$ cat config.mk
export PLATFORM = sky130hd
export DESIGN_NAME = banded_step_damper_controller
export DESIGN_NICKNAME = d
export VERILOG_FILES = /design/src/bsdc_pkg.sv /design/src/bsdc_tick.sv /design/src/banded_step_damper_controller.sv
export SDC_FILE = /design/constraint.sdc
export NUM_CORES = 1
export LEC_CHECK = 0
export BUFFER_PORTS_ARGS = -buffer_cell sky130_fd_sc_hd__buf_4
export CELL_PAD_IN_SITES_DETAIL_PLACEMENT = 2
export CELL_PAD_IN_SITES_GLOBAL_PLACEMENT = 2
export CORE_MARGIN = 10
export CORE_UTILIZATION = 37
export DETAILED_ROUTE_END_ITERATION = 8
export PLACE_DENSITY = 0.93
export SLEW_MARGIN = 20
export SYNTH_ARGS = -nofsm -noshare
export SYNTH_HDL_FRONTEND = slang
export SYNTH_SLANG_ARGS = --single-unit
$ cat constraint.sdc
create_clock -name clock -period 9.8 [get_ports clock]
set_input_delay 0 -clock clock [delete_from_list [all_inputs] [get_ports clock]]
set_output_delay 0 -clock clock [all_outputs]
set_load 0.02 [all_outputs]
$ cat src/bsdc_pkg.sv
// Shared types and constants for the banded step damper controller.
// Used by bsdc_tick and by the top level banded_step_damper_controller.
package bsdc_pkg;

   // Temperature bits ignored when choosing each band.
   localparam logic [7:0] MASK_BAND2 = 8'd3;
   localparam logic [7:0] MASK_BAND3 = 8'd15;
   localparam logic [7:0] MASK_BAND4 = 8'd63;

   localparam logic [7:0] KEEP_BAND2 = ~MASK_BAND2;
   localparam logic [7:0] KEEP_BAND3 = ~MASK_BAND3;
   localparam logic [7:0] KEEP_BAND4 = ~MASK_BAND4;

   localparam int CFG_COUNT = 8;
   localparam int BAND_COUNT = 4;

   // Band codes, nearest to farthest.
   localparam logic [1:0] BAND_1 = 2'd0;
   localparam logic [1:0] BAND_2 = 2'd1;
   localparam logic [1:0] BAND_3 = 2'd2;
   localparam logic [1:0] BAND_4 = 2'd3;

   // Register file halves: waits first, then steps.
   localparam logic REG_WAIT = 1'b0;
   localparam logic REG_STEP = 1'b1;

   // Clamp flag codes.
   localparam logic [1:0] LIMIT_NONE  = 2'd0;
   localparam logic [1:0] LIMIT_OPEN  = 2'd1;
   localparam logic [1:0] LIMIT_CLOSE = 2'd2;

   localparam logic [15:0] POSITION_MAX = 16'hFFFF;

   typedef logic [CFG_COUNT-1:0][15:0] cfg_type;

   typedef struct packed {
      logic [7:0]  stove_temp;
      logic [7:0]  target_temp;
      logic [15:0] open_limit;
      logic [15:0] close_limit;
      logic        load_position;
      logic [15:0] load_value;
   } item_type;

   typedef struct packed {
      logic [15:0] tick_count;
      logic [15:0] active_wait;
      logic [15:0] active_step;
      logic [7:0]  reference_temp;
      logic [15:0] position;
      logic [1:0]  last_limit;
   } state_type;

   typedef struct packed {
      logic [15:0] damper_position;
      logic [1:0]  limit_hit;
      logic        moved;
   } result_type;

endpackage

$ cat src/bsdc_tick.sv
// Next-state and result logic for one control tick of the damper controller.
// Depends on bsdc_pkg for the item, state, result and register file types.
module bsdc_tick (
   input  bsdc_pkg::cfg_type    cfg,
   input  bsdc_pkg::state_type  state,
   input  bsdc_pkg::item_type   item,
   output bsdc_pkg::state_type  state_next,
   output bsdc_pkg::result_type result
);

   always_comb begin
      logic [15:0] pos;
      logic [1:0]  band;
      logic [15:0] wait_len;
      logic [15:0] step_len;
      logic [15:0] open_pos;
      logic [16:0] close_sum;
      logic [15:0] close_pos;
      logic        moved;

      state_next = state;
      moved = 1'b0;

      pos = item.load_position ? item.load_value : state.position;
      state_next.position = pos;

      if ((item.stove_temp & bsdc_pkg::KEEP_BAND2) == (item.target_temp & bsdc_pkg::KEEP_BAND2)) begin
         band = bsdc_pkg::BAND_1;
      end else if ((item.stove_temp & bsdc_pkg::KEEP_BAND3) ==
                   (item.target_temp & bsdc_pkg::KEEP_BAND3)) begin
         band = bsdc_pkg::BAND_2;
      end else if ((item.stove_temp & bsdc_pkg::KEEP_BAND4) ==
                   (item.target_temp & bsdc_pkg::KEEP_BAND4)) begin
         band = bsdc_pkg::BAND_3;
      end else begin
         band = bsdc_pkg::BAND_4;
      end

      // At the target the previous band choice stays in force.
      if (item.stove_temp != item.target_temp) begin
         wait_len = cfg[{bsdc_pkg::REG_WAIT, band}];
         step_len = cfg[{bsdc_pkg::REG_STEP, band}];
      end else begin
         wait_len = state.active_wait;
         step_len = state.active_step;
      end
      state_next.active_wait = wait_len;
      state_next.active_step = step_len;

      // Open step: saturating subtract, then clamp at the open limit.
      open_pos = (pos >= step_len) ? pos - step_len : 16'd0;
      // Close step: saturating add, then clamp at the close limit.
      close_sum = {1'b0, pos} + {1'b0, step_len};
      close_pos = close_sum[16] ? bsdc_pkg::POSITION_MAX : close_sum[15:0];

      if (state.tick_count <= wait_len) begin
         state_next.tick_count = state.tick_count + 16'd1;
      end else begin
         state_next.tick_count = 16'd0;
         state_next.reference_temp = item.stove_temp;
         if (item.stove_temp < item.target_temp) begin
            if (item.stove_temp <= state.reference_temp) begin
               moved = 1'b1;
               if (open_pos < item.open_limit) begin
                  state_next.position = item.open_limit;
                  state_next.last_limit = bsdc_pkg::LIMIT_OPEN;
               end else begin
                  state_next.position = open_pos;
                  state_next.last_limit = bsdc_pkg::LIMIT_NONE;
               end
            end
         end else begin
            if (item.stove_temp >= state.reference_temp) begin
               moved = 1'b1;
               if (close_pos > item.close_limit) begin
                  state_next.position = item.close_limit;
                  state_next.last_limit = bsdc_pkg::LIMIT_CLOSE;
               end else begin
                  state_next.position = close_pos;
                  state_next.last_limit = bsdc_pkg::LIMIT_NONE;
               end
            end
         end
      end

      result.damper_position = state_next.position;
      result.limit_hit = state_next.last_limit;
      result.moved = moved;
   end

endmodule

$ cat src/banded_step_damper_controller.sv
// Top level of the banded step damper controller: stream channels, APB register file,
// controller state and the result register. Depends on bsdc_pkg and bsdc_tick.
//
// Each transfer on the req_ channel is one control tick and yields exactly one
// transfer on the rsp_ channel. The tick is evaluated in the cycle the request is
// taken and the result appears on rsp_ in the next cycle. One tick is accepted every
// cycle unless a waiting result is held by rsp_tready low; the single result register
// sets that rate; controller state is updated at the same clock edge that loads it.
// While the receiver holds rsp_tready low and a result is waiting, req_tready is
// low; req_tready returns high in the same cycle the waiting result is taken, so
// a new tick can be taken in the cycle the waiting result drains.
// The eight 16-bit registers (wait_band1..4, step_band1..4) sit at byte addresses
// 0x00 to 0x1C of the csr_ port; write them only while no tick is in flight.
// Reset clears the registers, the tick counter, the band choice, the reference
// temperature, the damper position and the clamp flag, and empties the result
// register.
module banded_step_damper_controller (
   input  logic        clock,
   input  logic        reset,
   input  logic        req_tvalid,
   output logic        req_tready,
   // [7:0] stove_temp, [15:8] target_temp, [31:16] open_limit,
   // [47:32] close_limit, [63:48] load_value
   input  logic [63:0] req_tdata,
   // [0] load_position
   input  logic [0:0]  req_tuser,
   output logic        rsp_tvalid,
   input  logic        rsp_tready,
   // [15:0] damper_position, [17:16] limit_hit, [18] moved, [23:19] zero
   output logic [23:0] rsp_tdata,
   input  logic        csr_psel,
   input  logic        csr_penable,
   input  logic        csr_pwrite,
   input  logic [4:0]  csr_paddr,
   input  logic [31:0] csr_pwdata,
   output logic [31:0] csr_prdata,
   output logic        csr_pready
);

   bsdc_pkg::cfg_type    cfg_ff, cfg_in;
   bsdc_pkg::state_type  state_ff, state_in;
   bsdc_pkg::item_type   item;
   bsdc_pkg::result_type result;
   bsdc_pkg::result_type rsp_ff, rsp_in;
   logic                 rsp_valid_ff, rsp_valid_in;
   logic                 req_take;
   logic                 csr_write;
   logic [2:0]           csr_index;

   assign csr_pready = 1'b1;
   assign csr_index = csr_paddr[4:2];
   assign csr_write = csr_psel & csr_penable & csr_pwrite & csr_pready;
   assign csr_prdata = {16'd0, cfg_ff[csr_index]};

   always_comb begin
      cfg_in = cfg_ff;
      if (csr_write) begin
         cfg_in[csr_index] = csr_pwdata[15:0];
      end
   end

   assign item.stove_temp = req_tdata[7:0];
   assign item.target_temp = req_tdata[15:8];
   assign item.open_limit = req_tdata[31:16];
   assign item.close_limit = req_tdata[47:32];
   assign item.load_value = req_tdata[63:48];
   assign item.load_position = req_tuser[0];

   bsdc_tick u_tick (
      .cfg        (cfg_ff),
      .state      (state_ff),
      .item       (item),
      .state_next (state_in),
      .result     (result)
   );

   // The result register can take a new tick when empty or being drained.
   assign req_tready = ~rsp_valid_ff | rsp_tready;
   assign req_take = req_tvalid & req_tready;

   always_comb begin
      rsp_valid_in = rsp_valid_ff;
      rsp_in = rsp_ff;
      if (req_take) begin
         rsp_valid_in = 1'b1;
         rsp_in = result;
      end else if (rsp_tready) begin
         rsp_valid_in = 1'b0;
      end
   end

   always_ff @(posedge clock) begin
      if (reset) begin
         cfg_ff <= '0;
         state_ff <= '0;
         rsp_valid_ff <= 1'b0;
      end else begin
         cfg_ff <= cfg_in;
         if (req_take) begin
            state_ff <= state_in;
         end
         rsp_valid_ff <= rsp_valid_in;
      end
   end

   always_ff @(posedge clock) begin
      rsp_ff <= rsp_in;
   end

   assign rsp_tvalid = rsp_valid_ff;
   assign rsp_tdata = {5'd0, rsp_ff.moved, rsp_ff.limit_hit, rsp_ff.damper_position};

   // Every accepted tick leaves a result waiting in the next cycle.
   a_take_gives_result: assert property (@(posedge clock) disable iff (reset)
      req_take |=> rsp_valid_ff)
      else $error("accepted tick produced no result");

   // The reported position is the position the controller keeps.
   a_position_tracks: assert property (@(posedge clock) disable iff (reset)
      req_take |=> rsp_ff.damper_position == state_ff.position)
      else $error("reported position differs from stored position");

   // A move only happens when the tick counter restarts.
   a_move_clears_count: assert property (@(posedge clock) disable iff (reset)
      req_take |=> (!rsp_ff.moved || state_ff.tick_count == 16'd0))
      else $error("move reported without counter restart");

   // The clamp flag only ever holds one of its three codes.
   a_limit_code: assert property (@(posedge clock) disable iff (reset)
      state_ff.last_limit == bsdc_pkg::LIMIT_NONE ||
      state_ff.last_limit == bsdc_pkg::LIMIT_OPEN ||
      state_ff.last_limit == bsdc_pkg::LIMIT_CLOSE)
      else $error("clamp flag holds an unused code");

endmodule
# [Word-level counts from Yosys, hierarchy flattened]
# Cells that the tools add are included.
[word_totals] register_bits=222 inputBits=109 output_inout_bits=59 elab_cells=74
[classes] add_sub_neg=3 magnitude_cmp=11 n_eq_ne=4 mux=29 bitwise_logic=6 reduce_logical=3
[op_table] op="$mux 16" n=10
[op_table] op="$bwmux 128" n=1
[op_table] op="$mux 18" n=6
[op_table] op="$bmux 16 s2" n=2
[op_table] op="$bmux 16 s3" n=1
[op_table] op="$demux 16 s3" n=1
[op_table] op="$add 16x16->17" n=1
[op_table] op="$add 16x1->16 const B" n=1
[op_table] op="$ge 16x16->1" n=1
[op_table] op="$gt 16x16->1" n=1
[op_table] op="$le 16x16->1" n=1
[op_table] op="$lt 16x16->1" n=1
[op_table] op="$sub 16x16->16" n=1
[op_table] op="$ge 8x8->1" n=1
[op_table] op="$le 8x8->1" n=1
[op_table] op="$lt 3x4->1 const B" n=2
[op_table] op="$lt 8x8->1" n=1
[op_table] op="$ne 8x8->1" n=1
[op_table] op="$eq 6x6->1" n=1
[op_table] op="$mux 1" n=6
[op_table] op="$eq 4x4->1" n=1
[op_table] op="$lt 2x4->1 const B" n=1
[op_table] op="$mux 2" n=2
[op_table] op="$and 1x1->1" n=3
[op_table] op="7 further kinds" n=8

# [Logic depth before layout (Yosys ltp)]
[depth] depth_word=14 depth_mapped=32 mapped_depth_nobuf=27

# [Hierarchy]
# A second synthesis with hierarchy kept.
[hier_totals] hier_cells=1783 area_unflattened_um2=15595.0
[modules_own_cells] module="banded_step_damper_controller" n_inst=1 cells_each=902 area_each_um2=9675.5 seq_area_each_um2=4634.4
[modules_own_cells] module="bsdc_tick" n_inst=1 cells_each=881 area_each_um2=5919.4 seq_area_each_um2=0.0

# [Least setup slack after synthesis]
# No wires, ideal clock.
[synth_path] path_type="in2reg" from="input req_tdata[10]" to="register rsp_ff (netlist bit rsp_tdata[7]), data pin" setup_ns=0.259 t_arrival_ns=5.484 t_required_ns=9.541 setup_slack_ns=4.057 path_stages=26 n_path_buf=5 path_cell_list="inv_1 -> ha_1 -> buf_2 -> nand4_1 -> nor3_2 -> clkbuf_1 -> nand2_1 -> o21ai_0 -> ha_1 -> buf_6 -> nor2b_1 -> and3_4 -> a211oi_4 -> a211oi_2 -> o41a_1 -> or2_2 -> ha_1 -> nand4_2 -> or4_1 -> and2_1 -> buf_2 -> buf_2 -> a32oi_1 -> o21ai_1 -> a21oi_1 -> nand2_1"
[synth_lines] element="from (decl)" line="banded_step_damper_controller.sv:24" source="input logic [63:0] req_tdata,"
[synth_lines] element="to (signal assigned)" line="banded_step_damper_controller.sv:107" source="rsp_ff <= rsp_in;"
[synth_lines] element="to (decl)" line="banded_step_damper_controller.sv:44" source="bsdc_pkg::result_type rsp_ff, rsp_in;"

==> flow_summary.json <==
{
  "tritoncts": "built",
  "synth_enable_flop_cells": 19,
  "grt_pass1_wl_um": 111000,
  "fin_worst_skew_ns": 0.0485,
  "clock.fmax_mhz": 110,
  "fillCellCount": 4434,
  "yosysSeqAreaShare": 0.320,
  "htreeDepth": 1,
  "static-leakage-power_nw": 6.52,
  "synth.ff_latch_count": 222,
  "cp_slowest_cell": "o21ai_0",
  "placement.io_buffers": 127,
  "tightestPinTransition_ns": 1.30,
  "post_synth_instance_area_um2": 14500,
  "path_clk_slew_ns": 0.06,
  "power.density_nw_per_um2": 174,
  "gp_congestion": 0.914,
  "path_delay_family": "simple AND/OR/NAND/NOR gates",
  "max_cap_violations": 0,
  "min-delay-path-class": "in -> reg",
  "initial_core_util": 0.374,
  "synth.avg_cell_area_um2": 7.52,
  "dieArea_um2": 47500,
  "synth_area_leaders": "dfxtp_1 28%, nand2_1 11%, a21oi_1 9.1%, ha_1 8.3%, edfxtp_1 3.9%",
  "cp.required_ns": 10.12,
  "timing.max_slew.rel_slack": 0.135,
  "drt-pass1-iter-count": 5,
  "drt.antenna.violating_nets": 0,
  "final_layout_size_suffix_gt1_frac": 0.137,
  "timing.final.setup_violations": 0,
  "synthDominantCellAreaShare": 0.280,
  "critical_path_class": "in -> reg",
  "critPathBufInv": 6,
  "post-place-ws_ns": 1.68,
  "clock_period_minus_final_worst_setup_slack_ns": 9.05,
  "cts.repair.resized": 0,
  "grt.total_usage": 0.300,
  "number_of_remaining_drc_errors": 0,
  "detail_route.wirelength_um": 74100,
  "outcome": "complete, no violations",
  "ys.warnings.count": 0,
  "yosys_most_used_dff": "dfxtp_1",
  "die_h_um": 218,
  "timing_max_transition_violations_final": 0,
  "worst_setup_path_start_kind": "primary input",
  "clk_root_buffer_cell": "clkbuf_16",
  "post-route-worst-setup-slack_ns": 0.749,
  "finalCritPeriodShare": 0.924,
  "drt-initial-drc-count": 1264,
  "cts-root-to-sink-buffers": 3,
  "clock_latency_ns": 0.62,
  "synthToLayoutAreaGrowth_pct": 17.6,
  "ios": 168,
  "type_of_element_capturing_the_critical_path": "register",
  "finalNetCount": 2221,
  "number_of_antenna_violations_at_the_first_check_in_global_routing": 1,
  "grt_overflow": 0,
  "coreArea_um2": 38700,
  "synth_cells": 1927,
  "setup_tns_ns": 0,
  "library_cell_appearing_most_often_on_the_critical_path": "a21oi_1",
  "grt_pass1_vias": 17900,
  "cts_buffers": 28,
  "postLayoutCoreUtil": 0.440,
  "rsz0062_at_grt": "false",
  "std_cell_rows": 72,
  "synth_top_cell_by_area": "dfxtp_1",
  "number_of_clock_sinks_seen_by_cts": 222,
  "dr_total_vias": 16000,
  "max-vdd-ir-drop_v": 0.000146,
  "wl_per_cell_um": 29.0,
  "maximum_single_stage_delay_on_the_critical_path_ns": 0.84,
  "path_max_fanout": 20,
  "timing_hold_violations_final": 0,
  "maximum_number_of_pins_on_one_net_before_global_route_repair": 104,
  "timing.hold.ws_ns": 0.0255,
  "drt-vias-per-instance": 6.26,
  "asr_flop_ratio_synth": 0,
  "synth.distinct_cells": 92,
  "place.detailed.hpwl_um": 48400,
  "totalPowerFinal_mw": 2.97,
  "fp.dieW_um": 218,
  "timing.critical_path.arrival_ns": 9.37
}
[timing repair]
action	in CTS	in global routing
setup buffers	0	0
endpoints found under the hold margin	151	0
hold buffers	42	0
[where the power goes]
group,total (mW),switching [mW],internal (mW)
registers,0.984,0.0237,0.960
clock network,1.12,0.469,0.653
logic,0.866,0.583,0.282
total,2.97,1.08,1.90
[layout by cell type (no fill, tap or decap), drive strengths merged, types with 12 or more instances in the layout]
cell         count
edfxtp          19
nor2           140
inv             89
nand3           42
o21ai           54
a22oi           67
ha              96
and2            20
nand4           32
clkbuf          38
dlygate4sd3     42
a311oi          16
a211oi          33
a221oi          12
a21oi          263
conb            22
mux2            15
nand2          419
nor3            21
buf            159
xor2            16
o21a            17
xnor2           20
dfxtp          203
[tightest hold or removal path, delay by kind of cell]
kind                   cells  cell delay [ns]
muxes                      1             0.26
buffers and inverters      1             0.08
and+or+nand+nor            2             0.15
[registers in the layout (all words and copies together), names as in the netlist]
| signal | cells |
|---|---|
| cfg_ff | 128 |
| rsp_tdata | 19 |
| rsp_tvalid | 1 |
| state_ff | 74 |
[cell families after synthesis]
group	Yosys count	share of synthesized area
AND/OR/NAND/NOR	738	0.224
buffers and inverters	252	0.0789
AO/OA/AOI/OAI	560	0.255
flip-flops	222	0.320
adder cells (fa/ha/maj)	98	0.0856
multiplexers	19	0.0144
other	2	0.000518
XOR/XNOR	36	0.0218
[layer usage]
| layer | GRT usage | up-vias | wire length, um |
|---|---|---|---|
| met2 | 0.545 | 727 | 37300 |
| met5 | 0 | - | 0 |
| li1 | - | 6894 | - |
| met3 | 0.0528 | 310 | 4640 |
| met4 | 0.190 | 0 | 4770 |
| met1 | 0.315 | 8057 | 27400 |
[cell usage after synthesis (20+ instances only)]
| cell type | number |
|---|---|
| nand2_1 | 419 |
| a21oi_1 | 263 |
| dfxtp_1 | 203 |
| nor2_1 | 138 |
| clkbuf_1 | 101 |
| ha_1 | 96 |
| inv_1 | 86 |
| a22oi_1 | 67 |
| nand3_1 | 41 |
| o21ai_0 | 38 |
| buf_4 | 36 |
| nand4_1 | 31 |
| a211oi_1 | 26 |
| xnor2_1 | 20 |
[per-stage QoR]
step           cell area (um2)  std cells
2_1_floorplan            14600       1947
3_3_place_gp             15600       2459
3_5_place_dp             15600       2459
4_1_cts                  17000       2552
5_1_grt                  17000       2554
6_report                 17000       2555
[final timing paths]
| kind | from | to | slack, ns | depth (start not counted) |
|---|---|---|---|---|
| max | req_tdata[3] | rsp_tdata[0]$_DFFE_PP_ | 0.75 | 29 |
| min reg2reg | state_ff[35]$_SDFFE_PP0P_ | state_ff[35]$_SDFFE_PP0P_ | 0.46 | 2 |
| min | req_tdata[58] | rsp_tdata[10]$_DFFE_PP_ | 0.03 | 4 |
| max reg2reg | cfg_ff[65]$_SDFFE_PP0P_ | rsp_tdata[0]$_DFFE_PP_ | 2.05 | 22 |
[cell type report]
type / instances / area [um2] / share of cell area
diodes: 2 / 5.00 / 0.000294
clock buffers: 38 / 798 / 0.0468
clock inverters: 13 / 184 / 0.0108
inverters: 88 / 330 / 0.0194
multi-input cells: 1473 / 8820 / 0.518
flip-flops and latches: 222 / 4630 / 0.272
well taps: 518 / 648 / 0.0380
repair buffers: 201 / 1620 / 0.0948
No activity file was read; power rests on OpenSTA's default activity.
